`config.mk`:
```
export PLATFORM = sky130hd
export DESIGN_NAME = bba_front
export DESIGN_NICKNAME = d
export VERILOG_FILES = /design/src/hdl/bba_pkg.sv /design/src/hdl/bba_front.sv
export SDC_FILE = /design/constraint.sdc
export NUM_CORES = 1
export LEC_CHECK = 0
export ABC_AREA = 0
export BUFFER_PORTS_ARGS = -buffer_cell sky130_fd_sc_hd__clkbuf_2
export CORE_MARGIN = 2
export CORE_UTILIZATION = 53
export CTS_BUF_LIST = sky130_fd_sc_hd__clkbuf_8
export DETAILED_ROUTE_END_ITERATION = 10
export MAX_ROUTING_LAYER = met4
export PLACE_DENSITY = 0.86
export SETUP_SLACK_MARGIN = 0.1
export SLEW_MARGIN = 25
export SYNTH_ARGS = -nofsm -noshare
export SYNTH_HDL_FRONTEND = slang
export SYNTH_SLANG_ARGS = --single-unit
```
`constraint.sdc`:
```
create_clock -name clk -period 7.1 [get_ports clk]
set_clock_uncertainty 0.2 [all_clocks]
set_input_delay 0.71 -clock clk [delete_from_list [all_inputs] [get_ports clk]]
set_output_delay 0.71 -clock clk [all_outputs]
set_load 0.05 [all_outputs]
```
`src/hdl/bba_pkg.sv`:
```
// ----------------------------------------------------------------------------
// bba_pkg: shared types and constants for the block bitmap allocator
// Request kinds, store geometry and the front-to-back command record.
// ----------------------------------------------------------------------------
`default_nettype none
package bba_pkg;
	localparam int unsigned BitmapBytes = 4096;
	localparam int unsigned AddrW       = $clog2(BitmapBytes);
	localparam int unsigned NumBits     = BitmapBytes * 8;
	localparam int unsigned BitW        = 15;
	localparam int unsigned CountW      = 16;
	localparam logic [7:0]  FullByte    = 8'd255;
	localparam int unsigned QDepth      = 2;

	typedef enum logic [2:0] {
		K_TEST      = 3'd0,
		K_SET       = 3'd1,
		K_CLEAR     = 3'd2,
		K_CLR_RANGE = 3'd3,
		K_ALLOC_BYT = 3'd4,
		K_ALLOC_BIT = 3'd5,
		K_WR_BYTE   = 3'd6,
		K_RD_BYTE   = 3'd7
	} kind_t;

	// Front end resolves the walk range in bits; back end walks bytes.
	typedef struct packed {
		kind_t        kind;
		logic [16:0]  start;  // first bit (alloc byte: rounded up)
		logic [16:0]  stop;   // exclusive end bit
		logic [7:0]   data;
		logic [BitW-1:0] idx;
	} cmd_t;

	typedef enum logic [2:0] {
		ST_IDLE,
		ST_READ,
		ST_EVAL,
		ST_DONE
	} state_t;
endpackage
`default_nettype wire

```
`src/hdl/bba_front.sv`:
```
// ----------------------------------------------------------------------------
// bba_front: request intake and classification
// Computes walk bounds per request and pushes commands into a small queue.
// ----------------------------------------------------------------------------
`default_nettype none
module bba_front (
	input  wire logic                      clk,
	input  wire logic                      arst_n,
	input  wire logic                      valid,
	output logic                           stall,
	input  wire logic [2:0]                kind,
	input  wire logic [bba_pkg::BitW-1:0]  bit_pos,
	input  wire logic [15:0]               count,
	input  wire logic [15:0]               limit,
	input  wire logic [7:0]                data,
	output logic                           cmd_valid,
	input  wire logic                      cmd_take,
	output bba_pkg::cmd_t                  cmd
);
	bba_pkg::cmd_t q_mem_q [bba_pkg::QDepth];
	logic       wp_q, rp_q;
	logic [1:0] cnt_q;
	bba_pkg::cmd_t nc;
	logic [16:0] bound, endr, nbits;
	logic push;

	always_comb begin
		nbits = 17'(bba_pkg::NumBits);
		bound = ({1'b0, limit} < nbits) ? {1'b0, limit} : nbits;
		endr  = 17'(bit_pos) + 17'(count);
		if (endr > nbits) endr = nbits;
		nc.kind  = bba_pkg::kind_t'(kind);
		nc.data  = data;
		nc.idx   = bit_pos;
		nc.start = 17'(bit_pos);
		nc.stop  = bound;
		case (bba_pkg::kind_t'(kind))
			bba_pkg::K_CLR_RANGE: nc.stop = endr;
			bba_pkg::K_ALLOC_BYT: nc.start = (17'(bit_pos) + 17'd7) & ~17'd7;
			default: ;
		endcase
	end

	assign stall     = (cnt_q == 2'(bba_pkg::QDepth));
	assign push      = valid && !stall;
	assign cmd_valid = (cnt_q != 2'd0);
	assign cmd       = q_mem_q[rp_q];

	always_ff @(posedge clk) begin
		if (push) q_mem_q[wp_q] <= nc;
	end

	always_ff @(posedge clk or negedge arst_n) begin
		if (!arst_n) begin
			wp_q <= 1'b0; rp_q <= 1'b0; cnt_q <= 2'd0;
		end else begin
			if (push) wp_q <= ~wp_q;
			if (cmd_take) rp_q <= ~rp_q;
			cnt_q <= cnt_q + 2'(push) - 2'(cmd_take);
		end
	end
endmodule
`default_nettype wire

```
After elaboration in Yosys (flattened, before gate mapping) --
Memory sizes are Yosys's and may differ from the RTL's. Cells that the tools add are included.
Storage, ports and cells: memories kept 1, memory bits (writable) 118, bits of input ports 62, ROM bits 0, bits in latches 0, bits in registers 4
Operators by class: divide/modulo/power cells 0, reductions and logical operators 3, magnitude comparators 2, multiplexer cells 6, multipliers 0, equality and inequality tests 3, shift operators 0, bitwise logic cells 2, add/subtract/negate cells 4
Memory list:
- q_mem_q | depth 2, bits a word 59, rd ports 1, clocked after memory_dff 0, write ports 1, line bba_front.sv:20 | bba_pkg::cmd_t q_mem_q [bba_pkg::QDepth];
Operators with widths (number):
- $mux W17 | 2
- $mux W16 | 2
- $add A15 B16 Y17 | 1
- $gt A17 B16 Y1 const B | 1
- $add A15 B3 Y16 const B | 1
- $lt A16 B16 Y1 const B | 1
- $eq A3 B2 Y1 const B | 1
- $eq A3 B3 Y1 const B | 1
- $add A2 B1 Y2 | 1
- $eq A2 B2 Y1 const B | 1
- $mux W1 | 2
- $not A1 Y1 | 2
- $reduce_bool A2 Y1 | 1
- $sub A2 B1 Y2 | 1
- $logic_and A1 B1 Y1 | 1
- $logic_not A1 Y1 | 1

Logic depth before layout (Yosys ltp) --
Gate-level depths: netlist of run 1.
depth in word-level cells 5, mapped depth 9

Worst setup path after synthesis of run 1 --
No wires, ideal clock.
path type in2reg, start in valid, end mem q_mem_q[0][0] (netlist name), enable pin, arrival 3.273 ns, slack 3.151 ns, data required time 6.424 ns, library setup time 0.476 ns, stages 2, cells stage by stage nand2_1 nor2_1
Between the ends: word-level cells in the longest chain between the ends 3
Ends and longest elaborated chain:
- start, declared | line bba_front.sv:9 | input wire logic valid,
- $logic_and A1 B1 Y1 | line bba_front.sv:45 | assign push = valid && !stall;
- $mux W1 | line bba_front.sv:50 | if (push) q_mem_q[wp_q] <= nc;
- $mux W1 (not written as such) | line bba_front.sv:50
- end, declared | line bba_front.sv:20
Every way passes these cells.

==> metrics.cfg, run 1 <==
[layout]
fin_nets=584
drive_gt1_share_pct=44.0
antenna-diode-count=0
final_cells=652
area_growth_pct=21.2

[timing]
finalCritPeriodShare_pct=47.8
hold_viol_final=0
slew_violations=0
setup_viol=0
worstMarginPinSlew_ns=0.824
rsz0062_at_grt=no
slew_headroom_pct=45.1
finalSetupTns_ns=0
hold_slack_ns=0.280
fin_crit_ns=3.39
fmax_ghz=0.295
setup_ws_ns=3.71

[floorplan]
die_w_um=107
fp.coreArea_um2=10300
ioPinCount=124
die_h_um=107
die-area_um2=11500
start_util_pct=54.5
fp-row-count=37

[setup_path]
worstSetupEndpointType=flip-flop
path_delay_family=compound AO/OA/AOI/OAI gates
cp_cell_sequence=clkbuf_2 > ha_1 > fa_1 > a211oi_1 > o211ai_1 > a211oi_1 > o21ai_1 > mux2_4 > o31ai_1
setup.worst_path.start_class=input pin
crit_slowest_cell=fa_1
timing_worst_setup_path_type=in -> reg
slowest_delay_ns=0.46
critPathArrivalTime_ns=3.40
critPathBufInv=1
crit_required_ns=7.11
cp_common_cell=a211oi_1
crit_fanout=16

[synthesis]
ys_dominant_reg_cell=edfxtp_1
ys_ff_latch=122
synth.top_cell.area_share_pct=63.0
syn_area_per_cell_um2=15.2
yosys.area.top_type=edfxtp_1
ys_top_cells_by_area=edfxtp_1 63%, mux2_2 12%, ha_1 3.8%
synth.distinct_cells=42
yosys-top-cells-count=118 x edfxtp_1, 60 x mux2_2, 30 x nand2_1, 17 x ha_1, 16 x xnor2_1
synth_edf_count=118
synth_area_um2=5630
ys_warn_count=0
yosysMostFrequentCell=edfxtp_1
synth.yosys.seq_area_share_pct=64.8
syn_inst=371
ys_async_sr_fraction_pct=3.28

[clock_network]
numClockSinks=122
clockBufferDepth=2
clkSlewWorstSetupHoldPaths_ns=0.07
ctsResizeCount=0
cts.htree.levels=4
tritoncts=done
numCtsBuffers=17
cts-root-buf=clkbuf_8
worstSkewPairLatency_ns=0.42

[pwr]
power_frac_comb_pct=41.8
seqPwrFrac_pct=36.0
p_sw_share_pct=41.2
power_uw=2960
p_switching_uw=1220
power.internal_uw=1740
power_density_nw_per_um2=434
ir_drop_v=0.000317
p_leak_uw=0.00271
clockPowerShare_pct=22.2

[drt]
num_vias=3608
drt-total-wl_um=11900
ant_nets=0
drt-initial-drc-count=256
drc=0
via_per_inst=5.53
post_drt_wl_per_cell_um=18.3
firstDrtPassIters=5

[placed_design]
place_inst=620
numPortBuffers=122
hpwl_um=8110
dp_slack_ns=3.40
place.gp.congestion=0.809

[global_routing]
grt_max_degree=60
grt_pass1_wl_um=18400
gr-usage-met2_pct=34.6
antenna_found_initial=0
met3_usage_pct=5.78
overflow=0
grt-busiest-layer=met2
grt_use_total_pct=22.1
gr-usage-met1_pct=26.5
grt_pass1_vias=3665

[worst_hold_path]
hold_class=in -> reg

[job]
cap_viol_max_count=0

[status]
status=finished, final reports clean

[per-layer routing]
metal | vias to the layer above | wire length, um
met5 | - | 0
met4 | 0 | 401
met3 | 24 | 586
met2 | 144 | 6040
met1 | 1761 | 4870
li1 | 1679 | -
[cell type report]
class | instances | area, um^2
clock buffer | 17 | 234
clock inverter | 14 | 188
timing repair buffer | 126 | 643
inverter | 6 | 22.5
fill | 765 | 3510
multi-input combinational | 231 | 1920
tap | 136 | 170
sequential | 122 | 3640
[power groups by stage]
stage	sequential (uW)	clock (uW)	combinational, uW
2_1_floorplan	1040	0	1000
3_3_place_gp	1070	0	1230
3_5_place_dp	1080	0	1240
4_1_cts	1070	667	1240
5_1_grt	1080	697	1290
6_report	1060	656	1240
[path summary, 6_finish.rpt]
check	startpoint	endpoint	slack, ns	cells after the start
setup / recovery	bit_pos[0]	q_mem_q[1][28]$_DFFE_PP_	3.71	9
hold / removal	data[3]	q_mem_q[1][18]$_DFFE_PP_	0.28	1
setup reg to reg	cnt_q[1]$_DFF_PN0_	q_mem_q[0][48]$_DFFE_PP_	5.08	4
hold reg to reg	cnt_q[0]$_DFF_PN0_	cnt_q[0]$_DFF_PN0_	0.32	1
max in group asynchronous	arst_n	rp_q$_DFFE_PN0P_	6.13	2
min in group asynchronous	arst_n	wp_q$_DFFE_PN0P_	0.43	2
[placed cells by master (no fill, tap or decap), types with 8 or more instances in the layout]
cell type	count
edfxtp_1	118
mux2_2	60
a21o_1	8
nand2_1	30
inv_1	9
xor2_1	12
clkbuf_8	17
ha_1	17
a21oi_1	11
nor2_1	10
xnor2_1	16
clkbuf_2	122
[metrics by stage]
| step | utilization (%) | cell area, um^2 |
|---|---|---|
| after floorplan | - | 5630 |
| after global placement | 61.8 | 6380 |
| after detailed placement | 61.8 | 6380 |
| after CTS | 66.0 | 6820 |
| after global routing | 66.0 | 6820 |
| final | 66.0 | 6820 |
[repair_timing]
action,CTS,global route
setup buffers,0,0
endpoints found under the hold margin,4,0
hold buffers,1,0
[worst reg2reg max path, delay by kind of cell (launching register included)]
family,cells,cell delay [ns]
simple gates,3,0.37
flops,1,0.40
buf+inv,1,0.62
[logic make-up (layout without fill, tap and decap cells)]
family                   after synthesis  after routing  synth area share (%)
AO/OA/AOI/OAI                         52             52                  7.09
XOR/XNOR                              28             28                  4.36
adder cells (fa/ha/maj)               18             18                  4.14
buffers and inverters                 20            163                  1.53
flip-flops                           122            122                  64.8
multiplexers                          61             61                  12.3
other                                  1              3                0.0666
AND/OR/NAND/NOR                       69             69                  5.78
[sequential cells by signal (all words and copies together), names as in the netlist]
register / flops
wp_q: 1
q_mem_q: 118
cnt_q: 2
rp_q: 1
Note: power is estimated with default switching activity, not from simulation.
==> inputs of run 2 (changes only) <==
--- a/config.mk
+++ b/config.mk
@@ -5,14 +5,14 @@
 export SDC_FILE = /design/constraint.sdc
 export NUM_CORES = 1
 export LEC_CHECK = 0
-export ABC_AREA = 0
+export ABC_AREA = 1
 export BUFFER_PORTS_ARGS = -buffer_cell sky130_fd_sc_hd__clkbuf_2
 export CORE_MARGIN = 2
 export CORE_UTILIZATION = 53
 export CTS_BUF_LIST = sky130_fd_sc_hd__clkbuf_8
 export DETAILED_ROUTE_END_ITERATION = 10
 export MAX_ROUTING_LAYER = met4
-export PLACE_DENSITY = 0.86
+export PLACE_DENSITY = 0.85
 export SETUP_SLACK_MARGIN = 0.1
 export SLEW_MARGIN = 25
 export SYNTH_ARGS = -nofsm -noshare
==> constraint.sdc (replaced) <==
create_clock -name clk -period 3.3 [get_ports clk]
set_clock_uncertainty 0.2 [all_clocks]
set_input_delay 0.33 -clock clk [delete_from_list [all_inputs] [get_ports clk]]
set_output_delay 0.33 -clock clk [all_outputs]
set_load 0.05 [all_outputs]
==> run 2 against run 1 <==
- clock-buffer cell count did not move
- non-clock buffer count rose by 38
- critical path depth increased by 9
==> metrics.cfg, run 2 <==
[global_routing]
gr-usage-met1_pct=27.4  ; +0.85 points
grt_pass1_wl_um=22200  ; +21%
grt-busiest-layer=met2
overflow=0  ; unchanged
met3_usage_pct=5.45  ; -0.32 points
antenna_found_initial=0  ; unchanged
grt_max_degree=40  ; -33%
grt_use_total_pct=23.5  ; +1.5 points
gr-usage-met2_pct=40.0  ; +5.3 points
grt_pass1_vias=4656  ; +27%

[floorplan]
ioPinCount=124  ; unchanged
fp.coreArea_um2=11400  ; +11%
start_util_pct=54.2  ; -0.32 points
die_h_um=112  ; +4.7%
die_w_um=112  ; +4.7%
die-area_um2=12600  ; +9.6%
fp-row-count=39  ; +5.4%

[clock_network]
cts-root-buf=clkbuf_8
cts.htree.levels=4  ; unchanged
numClockSinks=122  ; unchanged
tritoncts=done
numCtsBuffers=17  ; unchanged
clockBufferDepth=2  ; unchanged
clkSlewWorstSetupHoldPaths_ns=0.07  ; about the same
post-cts-setup-buffers=0  ; unchanged
worstSkewPairLatency_ns=0.43  ; about the same

[setup_path]
setup.worst_path.start_class=input pin
critPathArrivalTime_ns=2.84  ; -0.56 ns
worstSetupEndpointType=flip-flop
crit_required_ns=3.28  ; -3.83 ns
timing_worst_setup_path_type=in -> reg
crit_fanout=15  ; -1

[layout]
fin_area_um2=7740  ; +14%
final_cell_mix=122 x clkbuf_2, 119 x nand2_1, 118 x edfxtp_1
reg_top3=q_mem_q: 118 flops, cnt_q: 2 flops
layout_commonest_cell=clkbuf_2
final_cells=871  ; +34%
largest_register_ffs=118  ; unchanged
area_growth_pct=25.1
antenna-diode-count=0  ; unchanged
fin_nets=796  ; +36%
nFillCells=842  ; +10%
drive_gt1_share_pct=35.9  ; -8.1 points
top_register=q_mem_q

[status]
status=finished, final reports clean

[drt]
drc=0  ; unchanged
via_per_inst=5.15  ; -6.9%
ant_nets=0  ; unchanged
drt-initial-drc-count=236  ; -7.8%
num_vias=4489  ; +24%
post_drt_wl_per_cell_um=15.9  ; -13%
firstDrtPassIters=6  ; +1
drt-total-wl_um=13900  ; +16%

[worst_hold_path]
hold_class=in -> reg

[placed_design]
numPortBuffers=122  ; unchanged
place_area_um2=7000  ; +9.6%
place_inst=801  ; +29%
hpwl_um=9470  ; +17%
place.gp.congestion=0.924  ; +14%

[pwr]
seqPwrFrac_pct=36.1  ; about the same
power_density_nw_per_um2=816  ; +88%
power_frac_comb_pct=44.8  ; +3.0 points
p_switching_uw=2740  ; +120%
p_sw_share_pct=43.4  ; +2.2 points
ir_drop_v=0.000780  ; +150%
p_leak_uw=0.00336  ; +24%
power.internal_uw=3580  ; +110%
power_uw=6320  ; +110%
clockPowerShare_pct=19.0  ; -3.2 points

[synthesis]
ys_warn_count=0  ; unchanged
synth.distinct_cells=32  ; -24%
syn_inst=542  ; +46%
yosysMostFrequentCell=nand2_1
ys_dominant_reg_cell=edfxtp_1
synth_edf_count=118  ; unchanged
ys_async_sr_fraction_pct=3.28  ; unchanged
synth_area_um2=6190  ; +10%
ys_ff_latch=122  ; unchanged
synth.yosys.seq_area_share_pct=58.9  ; -5.9 points
synth.top_cell.area_share_pct=57.3  ; -5.7 points
syn_area_per_cell_um2=11.4  ; -25%
yosys-top-cells-count=119 x nand2_1, 118 x edfxtp_1, 59 x inv_1, 59 x mux2_2, 37 x nor2_1
ys_top_cells_by_area=edfxtp_1 57%, mux2_2 11%, nand2_1 7.2%
yosys.area.top_type=edfxtp_1

[timing]
fin_crit_ns=2.86
fmax_ghz=0.350
slew_headroom_pct=36.0  ; -9.1 points
hold_viol_final=0  ; unchanged
finalSetupTns_ns=0  ; unchanged
finalCritPeriodShare_pct=86.7
hold_slack_ns=0.0255  ; -0.254 ns
rsz0062_at_grt=no
slew_violations=0  ; unchanged
setup_viol=0  ; unchanged
worstMarginPinSlew_ns=0.950  ; +0.127 ns

[job]
cap_viol_max_count=0  ; unchanged

==> run 2: cell types whose count changed after synthesis, sizes merged, moves of 5 or more <==
cell   change
inv       +53
nor3       +5
o31ai     -12
nor2      +35
a21o       -8
nand2    +121
o21ai      -9
buf        -5
xnor2     -10
nand3     +15
==> run 2: worst max-delay path, stage by stage <==
cell           delay (ns)
dlygate4sd3_1        0.54
clkbuf_2             0.14
ha_1                 0.23
fa_1                 0.42
nand2_1              0.13
nand2_1              0.07
nand3b_1             0.11
nand2_1              0.08
nand2_1              0.08
nand2_1              0.07
nand2_1              0.06
nand2_1              0.07
nand2_1              0.08
nor2_2               0.04
nand3_2              0.07
nand2_4              0.15
nand2_1              0.10
nand2_1              0.07
==> run 2: kinds of logic after synthesis <==
family	count (synthesis)	share of synthesized area, %
other cells	1	0.0606
fa+ha+maj	18	3.76
flops	122	58.9
simple gates	236	18.0
compound gates	17	1.60
mux	59	10.7
xor+xnor	15	2.12
buf+inv	74	4.81
==> run 2: layer usage <==
metal  vias to the layer above  routed length, um
li1                       2179                  -
met1                      2131               5900
met2                       158               7080
met3                        21                620
met4                         0                260
met5                         -                  0
==> run 2: power groups by stage <==
| stage | combinational (uW) | clock, uW | sequential, uW |
|---|---|---|---|
| 2_1_floorplan | 2220 | 0 | 2250 |
| 3_3_place_gp | 2760 | 0 | 2280 |
| 3_5_place_dp | 2790 | 0 | 2310 |
| 4_1_cts | 2840 | 1220 | 2280 |
| 5_1_grt | 2980 | 1290 | 2310 |
| 6_report | 2830 | 1200 | 2280 |
==> run 2: stage by stage <==
step | worst slack (ns) | utilization, %
after floorplan | -0.487 | -
after global placement | 0.647 | 61.3
after detailed placement | 0.580 | 61.3
after CTS | 0.497 | 67.8
after global routing | 0.236 | 67.8
final | 0.440 | 67.8
==> run 2: final timing paths <==
kind	startpoint	endpoint	slack [ns]	depth (start not counted)
min in group asynchronous	arst_n	rp_q$_DFFE_PN0P_	0.06	2
max in group asynchronous	arst_n	wp_q$_DFFE_PN0P_	2.69	2
worst min register to register	cnt_q[0]$_DFF_PN0_	cnt_q[0]$_DFF_PN0_	0.40	1
worst max register to register	cnt_q[1]$_DFF_PN0_	q_mem_q[1][0]$_DFFE_PP_	0.94	4
worst max-delay path	bit_pos[0]	q_mem_q[1][27]$_DFFE_PP_	0.44	18
worst min-delay path	limit[1]	q_mem_q[0][24]$_DFFE_PP_	0.03	3
==> run 2: cell type report <==
type	instances	area [um^2]	area share, %
Timing Repair Buffer	164	1060	13.7
Clock buffer	17	234	3.02
Sequential cell	122	3640	47.1
Clock inverter	14	116	1.50
Multi-Input combinational cell	348	2270	29.3
Inverter	63	236	3.06
Tap cell	143	179	2.31
==> run 2: repair_timing <==
item                                   in CTS  in global routing
hold buffers                               39                  0
resized for setup                           0                  0
endpoints found under the hold margin      76                  0
